File: config.mk
export PLATFORM = sky130hd
export DESIGN_NAME = brsd_core
export DESIGN_NICKNAME = d
export VERILOG_FILES = /design/src/rtl/core/belt_retract_stall_detector_assert.svh /design/src/rtl/core/brsd_pkg.sv /design/src/rtl/core/brsd_core.sv
export SDC_FILE = /design/constraint.sdc
export NUM_CORES = 1
export LEC_CHECK = 0
export ABC_CLOCK_PERIOD_IN_PS = 26600
export BUFFER_PORTS_ARGS = -buffer_cell sky130_fd_sc_hd__clkbuf_2
export CAP_MARGIN = 20
export CORE_MARGIN = 2
export CORE_UTILIZATION = 55
export DETAILED_ROUTE_END_ITERATION = 7
export PLACE_DENSITY_LB_ADDON = 0.08
export SLEW_MARGIN = 25
export SYNTH_ARGS = -nofsm -noshare
export SYNTH_HDL_FRONTEND = slang
export SYNTH_SLANG_ARGS = --single-unit
export TNS_END_PERCENT = 1
File: constraint.sdc
create_clock -name clk_i -period 26.6 [get_ports clk_i]
set_input_delay 5.32 -clock clk_i [delete_from_list [all_inputs] [get_ports clk_i]]
set_output_delay 5.32 -clock clk_i [all_outputs]
set_load 0.02 [all_outputs]
File: src/rtl/core/belt_retract_stall_detector_assert.svh
// ----------------------------------------------------------------------------
// Belt retract stall detector assertion macros
// Concurrent assertion wrappers used by the top level RTL file of the block.
// ----------------------------------------------------------------------------
`ifndef BELT_RETRACT_STALL_DETECTOR_ASSERT_SVH
`define BELT_RETRACT_STALL_DETECTOR_ASSERT_SVH

`ifndef NO_ASSERTIONS
// Checked on every rising edge of clk_i, ignored while rst_ni is low.
`define BRSD_ASSERT(lbl, prop, msg) \
  lbl: assert property (@(posedge clk_i) disable iff (!rst_ni) (prop)) else $error(msg);
// Checked on every rising edge of clk_i, also during reset.
`define BRSD_ASSERT_ALWAYS(lbl, prop, msg) \
  lbl: assert property (@(posedge clk_i) (prop)) else $error(msg);
`else
`define BRSD_ASSERT(lbl, prop, msg)
`define BRSD_ASSERT_ALWAYS(lbl, prop, msg)
`endif

`endif

File: src/rtl/core/brsd_pkg.sv
// ----------------------------------------------------------------------------
// Belt retract stall detector package
// Widths, reset values, register codes and shared types of the block.
// ----------------------------------------------------------------------------
package brsd_pkg;

  // Defaults of the top level parameters.
  localparam int unsigned SAMPLE_BITS_DEF = 12;
  localparam int unsigned SPEED_MAX_DEF   = 1023;

  // Fixed field widths.
  localparam int unsigned DRIVE_W  = 10;
  localparam int unsigned LIMIT_W  = 12;
  localparam int unsigned WEIGHT_W = 16;
  localparam int unsigned RISE_W   = 12;
  localparam int unsigned HIT_W    = 8;
  localparam int unsigned FRAC_W   = 16;

  // Configuration port geometry.
  localparam int unsigned CFG_AW = 4;
  localparam int unsigned CFG_DW = 32;

  // Detector constants.
  localparam int unsigned SPEED_ARM      = 15;
  localparam int unsigned BASE_RESET_INT = 700;
  localparam logic [HIT_W-1:0] HIT_MAX   = 8'd255;
  localparam logic [HIT_W-1:0] HIT_LIMIT = 8'd2;

  // Register reset values.
  localparam logic [LIMIT_W-1:0]  LIMIT_RST  = 12'd1300;
  localparam logic [WEIGHT_W-1:0] WEIGHT_RST = 16'd6554;
  localparam logic [RISE_W-1:0]   RISE_RST   = 12'd20;

  // Register indexes (byte address divided by four).
  typedef enum logic [1:0] {
    REG_LIMIT  = 2'd0,
    REG_WEIGHT = 2'd1,
    REG_RISE   = 2'd2
  } brsd_reg_e;

  // Configuration as seen by the datapath.
  typedef struct packed {
    logic [LIMIT_W-1:0]  limit;
    logic [WEIGHT_W-1:0] weight;
    logic [RISE_W-1:0]   rise;
  } brsd_cfg_t;

  // One result beat.
  typedef struct packed {
    logic [DRIVE_W-1:0] drive;
    logic               done;
  } brsd_res_t;

endpackage

File: src/rtl/core/brsd_core.sv
// ----------------------------------------------------------------------------
// Belt retract stall detector datapath
// Speed ramp, current baseline, hit counter and stall decision in one pass.
// ----------------------------------------------------------------------------
module brsd_core
  import brsd_pkg::*;
#(
  parameter int unsigned SAMPLE_BITS = SAMPLE_BITS_DEF,
  parameter int unsigned SPEED_MAX   = SPEED_MAX_DEF
) (
  input  logic                   clk_i,
  input  logic                   rst_ni,
  input  logic                   step_i,
  input  logic                   func_i,
  input  logic [SAMPLE_BITS-1:0] sample_i,
  input  logic                   coin_i,
  input  brsd_cfg_t              cfg_i,
  output brsd_res_t              res_o
);

  // The integer part is wide enough for both the samples and the reset level.
  localparam int unsigned INT_W   = (SAMPLE_BITS > 10) ? SAMPLE_BITS : 10;
  localparam int unsigned BASE_W  = INT_W + FRAC_W;
  localparam int unsigned DIFF_W  = BASE_W + 1;
  localparam int unsigned PROD_W  = DIFF_W + WEIGHT_W + 1;
  localparam int unsigned THR_W   = RISE_W + FRAC_W;
  localparam int unsigned CMP_W   = ((BASE_W > THR_W) ? BASE_W : THR_W) + 1;
  localparam int unsigned CUR_W   = (SAMPLE_BITS > LIMIT_W) ? SAMPLE_BITS : LIMIT_W;
  localparam int unsigned SPEED_W = $clog2(SPEED_MAX + 1);

  localparam logic [BASE_W-1:0]         BASE_RESET = BASE_W'(BASE_RESET_INT) << FRAC_W;
  localparam logic [SPEED_W-1:0]        SPEED_TOP  = SPEED_W'(SPEED_MAX);
  localparam logic [SPEED_W-1:0]        SPEED_ARMV = SPEED_W'(SPEED_ARM);
  localparam logic signed [PROD_W-1:0]  HALF       = PROD_W'(1) << (FRAC_W - 1);

  logic [SPEED_W-1:0]       speed_q, speed_d, speed_inc;
  logic [BASE_W-1:0]        base_q, base_d, base_new, xs;
  logic [HIT_W-1:0]         hit_q, hit_d, hit_new;
  logic signed [DIFF_W-1:0] diff;
  logic signed [WEIGHT_W:0] wgt;
  logic signed [PROD_W-1:0] prod, delta;
  logic [CMP_W-1:0]         thr;
  logic                     rise_hit, over_limit, done;

  // Speed ramps by one on a coin, holding at the top.
  assign speed_inc = (coin_i && (speed_q < SPEED_TOP)) ? speed_q + SPEED_W'(1) : speed_q;

  // Baseline: b + round(w * (x - b)), the same as the weighted average.
  assign xs       = BASE_W'(sample_i) << FRAC_W;
  assign diff     = $signed({1'b0, xs}) - $signed({1'b0, base_q});
  assign wgt      = $signed({1'b0, cfg_i.weight});
  assign prod     = PROD_W'(wgt) * PROD_W'(diff);
  assign delta    = (prod + HALF) >>> FRAC_W;
  assign base_new = base_q + delta[BASE_W-1:0];

  // A hit is a sample above the new baseline by more than the rise threshold.
  assign thr      = CMP_W'(cfg_i.rise) << FRAC_W;
  assign rise_hit = CMP_W'(xs) > (CMP_W'(base_new) + thr);
  assign hit_new  = !rise_hit ? '0 :
                    (hit_q == HIT_MAX) ? hit_q : hit_q + HIT_W'(1);

  // Stall decision, armed once the speed is past its threshold.
  assign over_limit = CUR_W'(sample_i) > CUR_W'(cfg_i.limit);
  assign done       = !func_i && (speed_inc > SPEED_ARMV) &&
                      (over_limit || (hit_new > HIT_LIMIT));

  // Next state.
  always_comb begin
    if (func_i) begin
      speed_d = '0;
      base_d  = BASE_RESET;
      hit_d   = '0;
    end else if (done) begin
      speed_d = '0;
      base_d  = BASE_RESET;
      hit_d   = hit_new;
    end else begin
      speed_d = speed_inc;
      base_d  = base_new;
      hit_d   = hit_new;
    end
  end

  // Result of this tick.
  assign res_o.drive = (func_i || done) ? '0 : DRIVE_W'(speed_inc);
  assign res_o.done  = done;

  // State advances once per accepted beat.
  always_ff @(posedge clk_i or negedge rst_ni) begin
    if (!rst_ni) begin
      speed_q <= '0;
      base_q  <= BASE_RESET;
      hit_q   <= '0;
    end else if (step_i) begin
      speed_q <= speed_d;
      base_q  <= base_d;
      hit_q   <= hit_d;
    end
  end

endmodule

==> results.ini <==
[status]
outcome=completed

[yosys]
syn_inst=2485
synth-edff-count=0
ys_seq_area_share_pct=5.343
async_flop_share_pct=100.0
ys_warn_count=0
synthDistinctLibCells=73
yosys_most_used_dff=dfrtp_1
syn_area_sq_um=21680
synth_seq_cells=46
syn_nets=3189
syn_area_per_cell_sq_um=8.726

[clock_tree]
cts_resized=0
clk_latency_ps=290
postCtsHoldBufs=0
cts.path.max_buffers=2
tritoncts=yes
cts_root_buffer=clkbuf_16
post_cts_buffers=0
cts_buffers=5
cts_sinks=46
h-tree-depth=2
path_clk_slew_ps=70

[grt]
grt_pass1_wl_um=92630
track_usage_pct=28.52
grt.overflow.total=0
grt_pass1_vias=17662
antenna_found_initial=0
grt_max_degree=47

[sta]
finalCriticalPeriod_ps=24470
slew_headroom_pct=33.25
hold_violations=0
finalSetupTns_ps=0
fmax_mhz=40.87
final.period_utilization_pct=91.99
slew_viol_final=0
worst_slew_pin_slew_ps=996.3
setup_viol=0
rsz0062_at_grt=no
clock_skew_ps=6.251
hold_ws_ps=520.7
setup_ws_ps=2132

[floorplanning]
die_y_um=202.6
core_area_sq_um=38740
start_util_pct=55.98
die_width_um=202.6
rows=72
dieArea_sq_um=41030
io_pins=68

[worst_hold_path]
hp-start=base_q[21]
worstHoldEndpoint=base_q[21]
hold_class=register to register
hold_depth=2

[worst_setup_path]
path_depth=57
arrival_ps=19150
r2r_cells=59
endpoint_kind=primary output
max_stage_delay_ps=760
reg2reg_slack_ps=11190
reg2reg_from=base_q[0]
cp_top_family=compound AO/OA/AOI/OAI gates
path_common_cell=fa_1
path_buf_inv=6
cp_max_fo=21
cp-start-kind=input pin
worstPathRequired_ps=21280
r2r_end=base_q[14]
crit_path_top_delay_cell=xnor2_2
critPathKind=input pin to primary output

[detailed_routing]
drtPass1Iterations=5
drc=0
wl_um=54960
wl_per_cell_um=18.24
ant_nets=0
num_vias=16473
viasPerCell=5.467
drt_iter0_drc=806

[final_layout]
syn2layout_area_growth_pct=4.951
drive_gt1_share_pct=5.894
final_nets=3198
n_fill_cell=3608

[placed_design]
numPortBuffers=67
gp_congestion=0.8763
pre_cts_slack_ps=2240
dpl.hpwl_um=43690

[flow_run]
max_cap_violations=0

[worst reg2reg max path, delay by kind of cell, from the launching register on]
kind	cells	cell delay, ps
simple gates	17	3450
xor+xnor	4	1070
compound gates	21	5030
flops	1	680
fa+ha+maj	11	4310
buf+inv	6	780
[synthesized netlist by cell type (5+ instances only)]
cell type	instances	share of area, %
a22o_1	6	0.24
dfstp_2	6	0.73
nor4_1	6	0.17
nand4_1	12	0.35
o21ai_0	46	1.1
and2_1	254	7.3
nand2b_1	9	0.26
o31ai_1	5	0.17
a21oi_1	72	1.7
nor2_1	51	0.88
nor3_1	29	0.67
nor2b_1	10	0.29
a31oi_1	6	0.17
or2_2	6	0.17
ha_1	211	12
fa_1	436	40
o2bb2ai_1	10	0.40
a21o_1	33	1.1
dfrtp_1	40	4.6
xor2_1	31	1.3
and3_1	13	0.38
nor3b_1	6	0.21
o21bai_1	10	0.35
nand2_1	271	4.7
o211ai_1	12	0.42
nand3_1	26	0.60
o22ai_1	6	0.17
xnor2_1	75	3.0
inv_1	594	10
o21a_1	13	0.45
clkbuf_1	90	1.6
[sequential cells by signal, summed over array words and instances (netlist names)]
name	flops
base_q	28
hit_q	8
speed_q	10
[cells by family after synthesis]
family          Yosys count  synth area share, %
mux                       6               0.2885
xor+xnor                106                4.282
simple gates            712                16.75
flops                    46                5.343
fa+ha+maj               647                52.43
compound gates          277                8.840
buf+inv                 691                12.07
[worst max-delay path by stage]
| stage | startpoint | end | slack, ps |
|---|---|---|---|
| 2_1_floorplan | sample_i[1] | res_o[2] | 3600 |
| 3_3_place_gp | sample_i[0] | res_o[6] | 2640 |
| 3_5_place_dp | sample_i[0] | res_o[2] | 2240 |
| 4_1_cts | sample_i[0] | res_o[2] | 2190 |
| 5_1_grt | sample_i[0] | res_o[3] | 1090 |
| 6_report | sample_i[0] | res_o[6] | 2130 |
[layout by cell type (no fill, tap or decap), types with 40 or more instances in the layout]
master,Yosys,final
a21oi_1,72,72
clkbuf_2,0,67
nor2_1,51,51
and2_1,254,254
xnor2_1,75,68
inv_1,594,594
o21ai_0,46,46
fa_1,436,436
nand2_1,271,271
ha_1,211,211
dfrtp_1,40,40
[area by class of cell]
class / count / area (sq um) / area share, %
inverter: 594 / 2230 / 9.798
timing repair buffer: 99 / 575.6 / 2.529
antenna: 1 / 2.502 / 0.01100
multi-input combinational: 1748 / 18010 / 79.12
clock buffer: 6 / 128.9 / 0.5663
sequential: 46 / 1159 / 5.091
tap: 518 / 648.1 / 2.848
clock inverter: 1 / 7.507 / 0.03299
[stage by stage]
stage,cells,instance area [sq um],utilization (%)
3_3_place_gp,3005,22590,58.33
6_report,3013,22760,58.75
2_1_floorplan,2485,21680,-
5_1_grt,3012,22750,58.74
3_5_place_dp,3005,22590,58.33
4_1_cts,3012,22730,58.68
[routing by layer]
metal	part of all wire (%)	vias to the layer above	track usage, %
met2	51	418	50.48
met1	43	8390	38.40
met5	0	-	0
met4	2.3	0	6.804
li1	-	7585	-
met3	3.7	80	1.990
Power is not shown: default switching activity piles up to over one toggle a cycle in this logic, so the estimate is an artifact.
