==> config.mk <==
export PLATFORM = sky130hd
export DESIGN_NAME = brsd_regs
export DESIGN_NICKNAME = d
export VERILOG_FILES = /design/src/rtl/core/belt_retract_stall_detector_assert.svh /design/src/rtl/core/brsd_pkg.sv /design/src/rtl/core/brsd_regs.sv
export SDC_FILE = /design/constraint.sdc
export NUM_CORES = 1
export LEC_CHECK = 0
export ABC_AREA = 1
export BUFFER_PORTS_ARGS = -buffer_cell sky130_fd_sc_hd__buf_4
export CORE_MARGIN = 1.5
export CORE_UTILIZATION = 39
export CTS_CLUSTER_DIAMETER = 100
export DETAILED_ROUTE_END_ITERATION = 8
export MAX_ROUTING_LAYER = met4
export PLACE_DENSITY = 0.75
export SETUP_SLACK_MARGIN = 0.15
export SLEW_MARGIN = 0
export SYNTH_ARGS = -nofsm -noshare
export SYNTH_HDL_FRONTEND = slang
export SYNTH_SLANG_ARGS = --single-unit
export TNS_END_PERCENT = 30
==> constraint.sdc <==
create_clock -name clk_i -period 0.8 [get_ports clk_i]
set_input_delay 0.04 -clock clk_i [delete_from_list [all_inputs] [get_ports clk_i]]
set_output_delay 0.04 -clock clk_i [all_outputs]
set_load 0.02 [all_outputs]
==> src/rtl/core/belt_retract_stall_detector_assert.svh <==
// ----------------------------------------------------------------------------
// Belt retract stall detector assertion macros
// Concurrent assertion wrappers used by the top level RTL file of the block.
// ----------------------------------------------------------------------------
`ifndef BELT_RETRACT_STALL_DETECTOR_ASSERT_SVH
`define BELT_RETRACT_STALL_DETECTOR_ASSERT_SVH

`ifndef NO_ASSERTIONS
// Checked on every rising edge of clk_i, ignored while rst_ni is low.
`define BRSD_ASSERT(lbl, prop, msg) \
  lbl: assert property (@(posedge clk_i) disable iff (!rst_ni) (prop)) else $error(msg);
// Checked on every rising edge of clk_i, also during reset.
`define BRSD_ASSERT_ALWAYS(lbl, prop, msg) \
  lbl: assert property (@(posedge clk_i) (prop)) else $error(msg);
`else
`define BRSD_ASSERT(lbl, prop, msg)
`define BRSD_ASSERT_ALWAYS(lbl, prop, msg)
`endif

`endif

==> src/rtl/core/brsd_pkg.sv <==
// ----------------------------------------------------------------------------
// Belt retract stall detector package
// Widths, reset values, register codes and shared types of the block.
// ----------------------------------------------------------------------------
package brsd_pkg;

  // Defaults of the top level parameters.
  localparam int unsigned SAMPLE_BITS_DEF = 12;
  localparam int unsigned SPEED_MAX_DEF   = 1023;

  // Fixed field widths.
  localparam int unsigned DRIVE_W  = 10;
  localparam int unsigned LIMIT_W  = 12;
  localparam int unsigned WEIGHT_W = 16;
  localparam int unsigned RISE_W   = 12;
  localparam int unsigned HIT_W    = 8;
  localparam int unsigned FRAC_W   = 16;

  // Configuration port geometry.
  localparam int unsigned CFG_AW = 4;
  localparam int unsigned CFG_DW = 32;

  // Detector constants.
  localparam int unsigned SPEED_ARM      = 15;
  localparam int unsigned BASE_RESET_INT = 700;
  localparam logic [HIT_W-1:0] HIT_MAX   = 8'd255;
  localparam logic [HIT_W-1:0] HIT_LIMIT = 8'd2;

  // Register reset values.
  localparam logic [LIMIT_W-1:0]  LIMIT_RST  = 12'd1300;
  localparam logic [WEIGHT_W-1:0] WEIGHT_RST = 16'd6554;
  localparam logic [RISE_W-1:0]   RISE_RST   = 12'd20;

  // Register indexes (byte address divided by four).
  typedef enum logic [1:0] {
    REG_LIMIT  = 2'd0,
    REG_WEIGHT = 2'd1,
    REG_RISE   = 2'd2
  } brsd_reg_e;

  // Configuration as seen by the datapath.
  typedef struct packed {
    logic [LIMIT_W-1:0]  limit;
    logic [WEIGHT_W-1:0] weight;
    logic [RISE_W-1:0]   rise;
  } brsd_cfg_t;

  // One result beat.
  typedef struct packed {
    logic [DRIVE_W-1:0] drive;
    logic               done;
  } brsd_res_t;

endpackage

==> src/rtl/core/brsd_regs.sv <==
// ----------------------------------------------------------------------------
// Belt retract stall detector registers
// APB-style register file holding the limit, weight and rise threshold.
// ----------------------------------------------------------------------------
module brsd_regs
  import brsd_pkg::*;
(
  input  logic              clk_i,
  input  logic              rst_ni,
  input  logic              psel,
  input  logic              penable,
  input  logic              pwrite,
  input  logic [CFG_AW-1:0] paddr,
  input  logic [CFG_DW-1:0] pwdata,
  output logic [CFG_DW-1:0] prdata,
  output logic              pready,
  output brsd_cfg_t         cfg_o
);

  logic [LIMIT_W-1:0]  limit_q;
  logic [WEIGHT_W-1:0] weight_q;
  logic [RISE_W-1:0]   rise_q;
  logic                wr_en;
  brsd_reg_e           reg_sel;

  // The port never inserts wait states.
  assign pready  = 1'b1;
  assign wr_en   = psel && penable && pwrite;
  assign reg_sel = brsd_reg_e'(paddr[3:2]);

  // Register writes; an address past the last register is ignored.
  always_ff @(posedge clk_i or negedge rst_ni) begin
    if (!rst_ni) begin
      limit_q  <= LIMIT_RST;
      weight_q <= WEIGHT_RST;
      rise_q   <= RISE_RST;
    end else if (wr_en) begin
      case (reg_sel)
        REG_LIMIT:  limit_q  <= pwdata[LIMIT_W-1:0];
        REG_WEIGHT: weight_q <= pwdata[WEIGHT_W-1:0];
        REG_RISE:   rise_q   <= pwdata[RISE_W-1:0];
        default: ;
      endcase
    end
  end

  // Read back.
  always_comb begin
    case (reg_sel)
      REG_LIMIT:  prdata = CFG_DW'(limit_q);
      REG_WEIGHT: prdata = CFG_DW'(weight_q);
      REG_RISE:   prdata = CFG_DW'(rise_q);
      default:    prdata = '0;
    endcase
  end

  assign cfg_o.limit  = limit_q;
  assign cfg_o.weight = weight_q;
  assign cfg_o.rise   = rise_q;

endmodule

==> results of run 1 <==
## final cells by class
class / instances / area share (%)
sequential: 40 / 29.62
multi-input combinational: 202 / 27.16
inverter: 9 / 0.9660
timing repair buffer: 129 / 37.28
clock buffer: 8 / 2.576
tap: 67 / 2.397
## routing by layer
layer / track usage [%] / vias up / share of wire, %
met2: 40.87 / 77 / 53
met5: - / - / 0
met3: 5.285 / 13 / 5.0
met1: 28.09 / 986 / 41
met4: 6.465 / 0 / 1.7
li1: - / 1002 / -
## kinds of logic after synthesis
| kind of cell | after synthesis | synth area share [%] |
|---|---|---|
| and+or+nand+nor | 185 | 37.10 |
| DFF | 40 | 51.29 |
| buffers and inverters | 35 | 11.23 |
| other | 2 | 0.3787 |
## final timing paths
check	startpoint	slack, ps	cells past startpoint	to
worst min register to register	weight_q[4]$_DFFE_PN1P_	480	2	weight_q[4]$_DFFE_PN1P_
max in group asynchronous	rst_ni	710	1	weight_q[9]$_DFFE_PN0P_
worst max register to register	limit_q[5]$_DFFE_PN0P_	-80	4	limit_q[5]$_DFFE_PN0P_
worst min-delay path	rst_ni	-290	1	limit_q[3]$_DFFE_PN0P_
worst max-delay path	weight_q[3]$_DFFE_PN1P_	-340	3	prdata[3]
min in group clk_i	pwdata[10]	50	4	weight_q[10]$_DFFE_PN0P_
## what timing repair did
action | in CTS | in global routing
hold endpoints to repair | 67 | 27
buffers inserted | 6 | 8
setup endpoints to repair | 73 | 94
resized for setup | 71 | 25
pin swaps | 24 | 39
## power breakdown
part / switching [mW] / total [mW] / internal [mW]
clock network: 0.659 / 1.36 / 0.703
logic: 1.62 / 3.35 / 1.73
registers: 0.466 / 3.04 / 2.57
## synth_stat cells
cell,n,share of area [%]
inv_2,2,0.38
nand2_4,2,1.1
buf_2,4,1.0
inv_1,7,1.3
dfrtp_1,27,34
buf_6,1,0.57
nor2_1,7,1.3
nor2_2,1,0.32
buf_4,21,7.9
dfstp_2,13,17
nand3_1,13,3.3
conb_1,2,0.38
nor2_4,1,0.57
nand2_1,161,30
## metrics by stage
step	util, %	setup WS, ps	power (mW)	TNS (ps)
after global placement	58.62	-70.46	5.441	-1940
after floorplan	-	-15.29	4.292	-71.18
after CTS	69.82	-324.7	7.492	-10430
final	72.60	-338.1	7.750	-11040
after global routing	72.60	-388.3	8.175	-13310
after detailed placement	58.62	-113.3	5.519	-3069
## critical path, cell delays in order (launching register included)
cell	delay, ps
dfstp_2	560
nand2_2	60
nand3_2	70
buf_6	120
## layout by cell type, fill, tap and decap left out
cell / netlist / routed
buf_12: 0 / 3
clkbuf_8: 0 / 6
dfrtp_1: 27 / 12
dlygate4sd3_1: 0 / 14
nand2_1: 161 / 137
inv_2: 2 / 6
nor2_1: 7 / 3
nand3_2: 0 / 12
dfstp_2: 13 / 13
inv_1: 7 / 3
conb_1: 2 / 17
nor2_4: 1 / 5
nor2_2: 1 / 1
clkbuf_1: 0 / 2
nand2_2: 0 / 24
buf_6: 1 / 70
buf_4: 21 / 42
nand3_1: 13 / 1
dfrtp_2: 0 / 15
nand2_4: 2 / 2
## flip-flops by register name (all words and copies together) (netlist names)
signal    count
weight_q     16
rise_q       12
limit_q      12
==> flow_summary_export.csv, run 1 <==
group,metric,value,unit
cells_and_area,area_growth,76.34,%
run_status,violations,"hold timing, setup timing",
timing,fin_hold_ws,-286.3,ps
placement,dpl_cell_area,2824,µm²
synth,ys_ff_latch,40,
timing,hold_violations,27,
grt,first_global_vias,2004,
timing,slew_headroom,66.58,%
die,num_io_pins,114,
routing,vias_per_cell,4.567,
min_path,hp-class,"in2async",
timing,setup_violations,62,
setup_path,cp.arrival,1100,ps
routing,dr.pass1.iters,4,
clocking,clock-root-buffer,"clkbuf_8",
timing,worst_slack,-338.1,ps
cells_and_area,diodes,0,
clocking,h-tree-depth,2,
placement,place.detailed.hpwl,3969,µm
timing,tightest_slew,501.3,ps
placement,numPortBuffers,78,
synth,syn_inst,262,
die,fp-row-count,25,
setup_path,crit_path_start_kind,"register",
cells_and_area,finalNetCount,428,
synth,synth_cell_types,14,
die,die_h,74.31,µm
synth,seq_area_frac_synth,51.29,%
timing,max_freq,878.7,MHz
power,irDropWorstVdd,0.001140,V
die,coreArea,4817,µm²
synth,synth_area_per_cell,7.569,µm²
clocking,holdBufCountCts,16,
die,fp.dieW,74.31,µm
timing,final.period_utilization,142.3,%
routing,ant_nets,0,
grt,grt_pass1_wl,9439,µm
clocking,clockBufferDepth,2,
timing,maxSlewViolCount,0,
clocking,cts_num_sinks,40,
synth,synth_area,1983,µm²
cells_and_area,seqCellArea,1036,µm²
power,p_leak,1.876,nW
cells_and_area,final_area,3497,µm²
placement,place_congestion,0.8291,
timing,skew,0,ps
grt,gr-total-overflow,0,
die,initial_utilization,41.17,%
routing,via_count,2078,
die,die-area,5522,µm²
cells_and_area,drive_gt1_share,51.29,%
routing,wl_per_cell,13.57,µm
power,power-per-cell-area,2216,nW/µm²
clocking,cts-buffers-inserted,5,
routing,drt_iter0_markers,111,
timing,rsz0062_at_grt,"yes",
grt,grt_max_degree,41,
clocking,path_clk_slew,70,ps
setup_path,cp_max_fo,3,
placement,dpl.cell_count,417,
cells_and_area,fill_cells,392,
synth,yosysWarnings,0,
setup_path,cp-end-kind,"output pin",
grt,antenna_found_initial,0,
clocking,insertion_delay,290,ps
setup_path,crit_type,"reg2out",
routing,drc,0,
run,cap_viol_max_count,0,
run_status,status,"complete, but fails checks",
grt,grt_util_all_layers,23.78,%
routing,routed_wl,6175,µm
clocking,tritoncts,"yes",
cells_and_area,multi_input_area,949.7,µm²
timing,fin_crit,1138,ps
setup_path,cp_data_required_time,760,ps
cells_and_area,stdcell_count,455,
Note: power is estimated with default switching activity, not from simulation.
==> run 2, diff against run 1 <==
- clock period: 0.8 -> 0.95 ns (I/O delays scaled with it)
==> run 2 against run 1 <==
Net effect:
- the run ends with setup timing left
- critical path depth stayed put
- combinational power is 16% lower
- first-iteration DRC count is 7.2% lower
- utilization is 2.1 points lower
- global-route usage hardly changed
- setup slack better by 150 ps
- critical endpoint is now prdata[7]
- cell count is 0.66% higher
- routed wire length is 4.0% lower
==> flow_summary_export.csv, run 2 (synthesized netlist as in run 1, its figures left out) <==
group,metric,value,unit
placement,place_congestion,0.7633,
timing,setup_violations,38,
power,power,6.352,mW
power,intPower,4.081,mW
cells_and_area,drive_gt1_share,43.22,%
timing,worst_slack,-186.7,ps
routing,routed_wl,5931,µm
clocking,clock-root-buffer,"clkbuf_8",
cells_and_area,finalNetCount,431,
routing,vias_per_cell,4.463,
die,fp.dieW,74.31,µm
die,die-area,5522,µm²
power,p_comb_share,44.1,%
timing,rsz0062_at_grt,"yes",
placement,place.detailed.hpwl,3788,µm
cells_and_area,layout_common_cells,"148 x nand2_1, 57 x buf_6, 56 x buf_4",
timing,fin_crit,1137,ps
routing,drc,0,
clocking,cts_num_sinks,40,
power,power-per-cell-area,1871,nW/µm²
die,die_h,74.31,µm
cells_and_area,stdcell_count,458,
routing,dr.pass1.iters,4,
cells_and_area,final_common_cell,"nand2_1",
timing,fin_hold_ws,244.0,ps
grt,grt_pass1_wl,9294,µm
cells_and_area,area_growth,71.17,%
die,coreArea,4817,µm²
routing,drt_iter0_markers,103,
grt,antenna_found_initial,0,
setup_path,cp_max_fo,2,
grt,grt_util_all_layers,23.75,%
cells_and_area,diodes,0,
clocking,tritoncts,"yes",
routing,wl_per_cell,12.95,µm
power,p_leak,1.881,nW
placement,dpl.cell_count,410,
die,initial_utilization,41.17,%
power,irDropWorstVdd,0.001035,V
timing,max_freq,879.7,MHz
die,num_io_pins,114,
timing,slew_headroom,66.56,%
cells_and_area,reg_top3,"weight_q x16, limit_q x12, rise_q x12",
cells_and_area,largest_register_ffs,16,
run,cap_viol_max_count,0,
setup_path,crit_type,"reg2out",
routing,ant_nets,0,
power,switching_share,35.75,%
setup_path,cp-end-kind,"output pin",
clocking,path_clk_slew,80,ps
timing,final.period_utilization,119.7,%
clocking,cts-buffers-inserted,5,
clocking,clockBufferDepth,2,
setup_path,cp_data_required_time,900,ps
placement,numPortBuffers,78,
timing,fin_tns_setup,-3939,ps
timing,hold_violations,0,
grt,gr-total-overflow,0,
min_path,hp-class,"in2reg",
run_status,status,"complete, but fails checks",
timing,tightest_slew,501.6,ps
setup_path,cp.arrival,1090,ps
setup_path,crit_path_start_kind,"register",
grt,grt_max_degree,41,
run_status,violations,"setup timing",
die,fp-row-count,25,
clocking,insertion_delay,290,ps
cells_and_area,largest-register,"weight_q",
routing,via_count,2044,
grt,first_global_vias,2044,
timing,maxSlewViolCount,0,
clocking,h-tree-depth,2,
power,p_clk_share,17.2,%
power,seq_power_share,38.7,%
power,power.switching,2.271,mW
timing,skew,0,ps
[run 2: changes by cell type in the layout (fill, tap and decap cells not counted), moves of 11 or more]
cell | before | now
buf_4 | 42 | 56
nand2_1 | 137 | 148
dfrtp_1 | 12 | 27
nand2_2 | 24 | 13
dfrtp_2 | 15 | 0
buf_6 | 70 | 57
[run 2: critical path, stage by stage (launching register included)]
cell and delay (ps):
dfstp_2 560, nand2_2 50, nand3_2 70, buf_6 120
[run 2: what timing repair did]
item                                   4_1_cts  5_1_grt
setup endpoints to repair                   56       61
gates cloned                                 0        0
hold buffers                                17        0
resized for setup                           53       22
buffers inserted                            20        3
endpoints found under the hold margin       67        0
pin swaps                                   20       12
[run 2: power groups by stage]
stage / clock network [mW] / logic, mW / registers (mW)
2_1_floorplan: 0 / 0.694 / 2.85
3_3_place_gp: 0 / 1.98 / 2.45
3_5_place_dp: 0 / 2.03 / 2.46
4_1_cts: 1.14 / 2.66 / 2.42
5_1_grt: 1.23 / 2.99 / 2.50
6_report: 1.09 / 2.80 / 2.46
[run 2: layer usage]
metal	routed length, µm	up-vias	GRT usage [%]
met5	0	-	-
met4	101	0	9.091
met3	280	10	5.285
met2	3215	83	42.36
met1	2333	947	25.58
li1	-	1004	-
[run 2: through the flow]
| step | utilization [%] | cell area (µm²) | setup slack [ps] |
|---|---|---|---|
| 2_1_floorplan | - | 2090 | 96.56 |
| 3_3_place_gp | 56.05 | 2700 | 76.39 |
| 3_5_place_dp | 56.05 | 2700 | 49.36 |
| 4_1_cts | 68.49 | 3299 | -205.4 |
| 5_1_grt | 70.47 | 3395 | -230.5 |
| 6_report | 70.47 | 3395 | -186.7 |
[run 2: layout make-up]
class / count / area (µm²)
Tap cell: 67 / 83.83
Fill cell: 389 / 1423
Inverter: 9 / 33.78
Multi-Input combinational cell: 202 / 902.1
Clock buffer: 6 / 72.57
Clock inverter: 2 / 12.51
Sequential cell: 40 / 1017
Timing Repair Buffer: 132 / 1272
[run 2: final timing paths]
| check | startpoint | to | slack, ps | cells past startpoint |
|---|---|---|---|---|
| worst max-delay path | weight_q[7]$_DFFE_PN1P_ | prdata[7] | -190 | 3 |
| worst min-delay path | paddr[3] | limit_q[8]$_DFFE_PN1P_ | 240 | 7 |
| worst max register to register | limit_q[4]$_DFFE_PN1P_ | limit_q[4]$_DFFE_PN1P_ | 40 | 4 |
| worst min register to register | rise_q[4]$_DFFE_PN1P_ | rise_q[4]$_DFFE_PN1P_ | 480 | 2 |
| max in group asynchronous | rst_ni | weight_q[12]$_DFFE_PN1P_ | 300 | 2 |
| min in group asynchronous | rst_ni | weight_q[2]$_DFFE_PN0P_ | 280 | 2 |
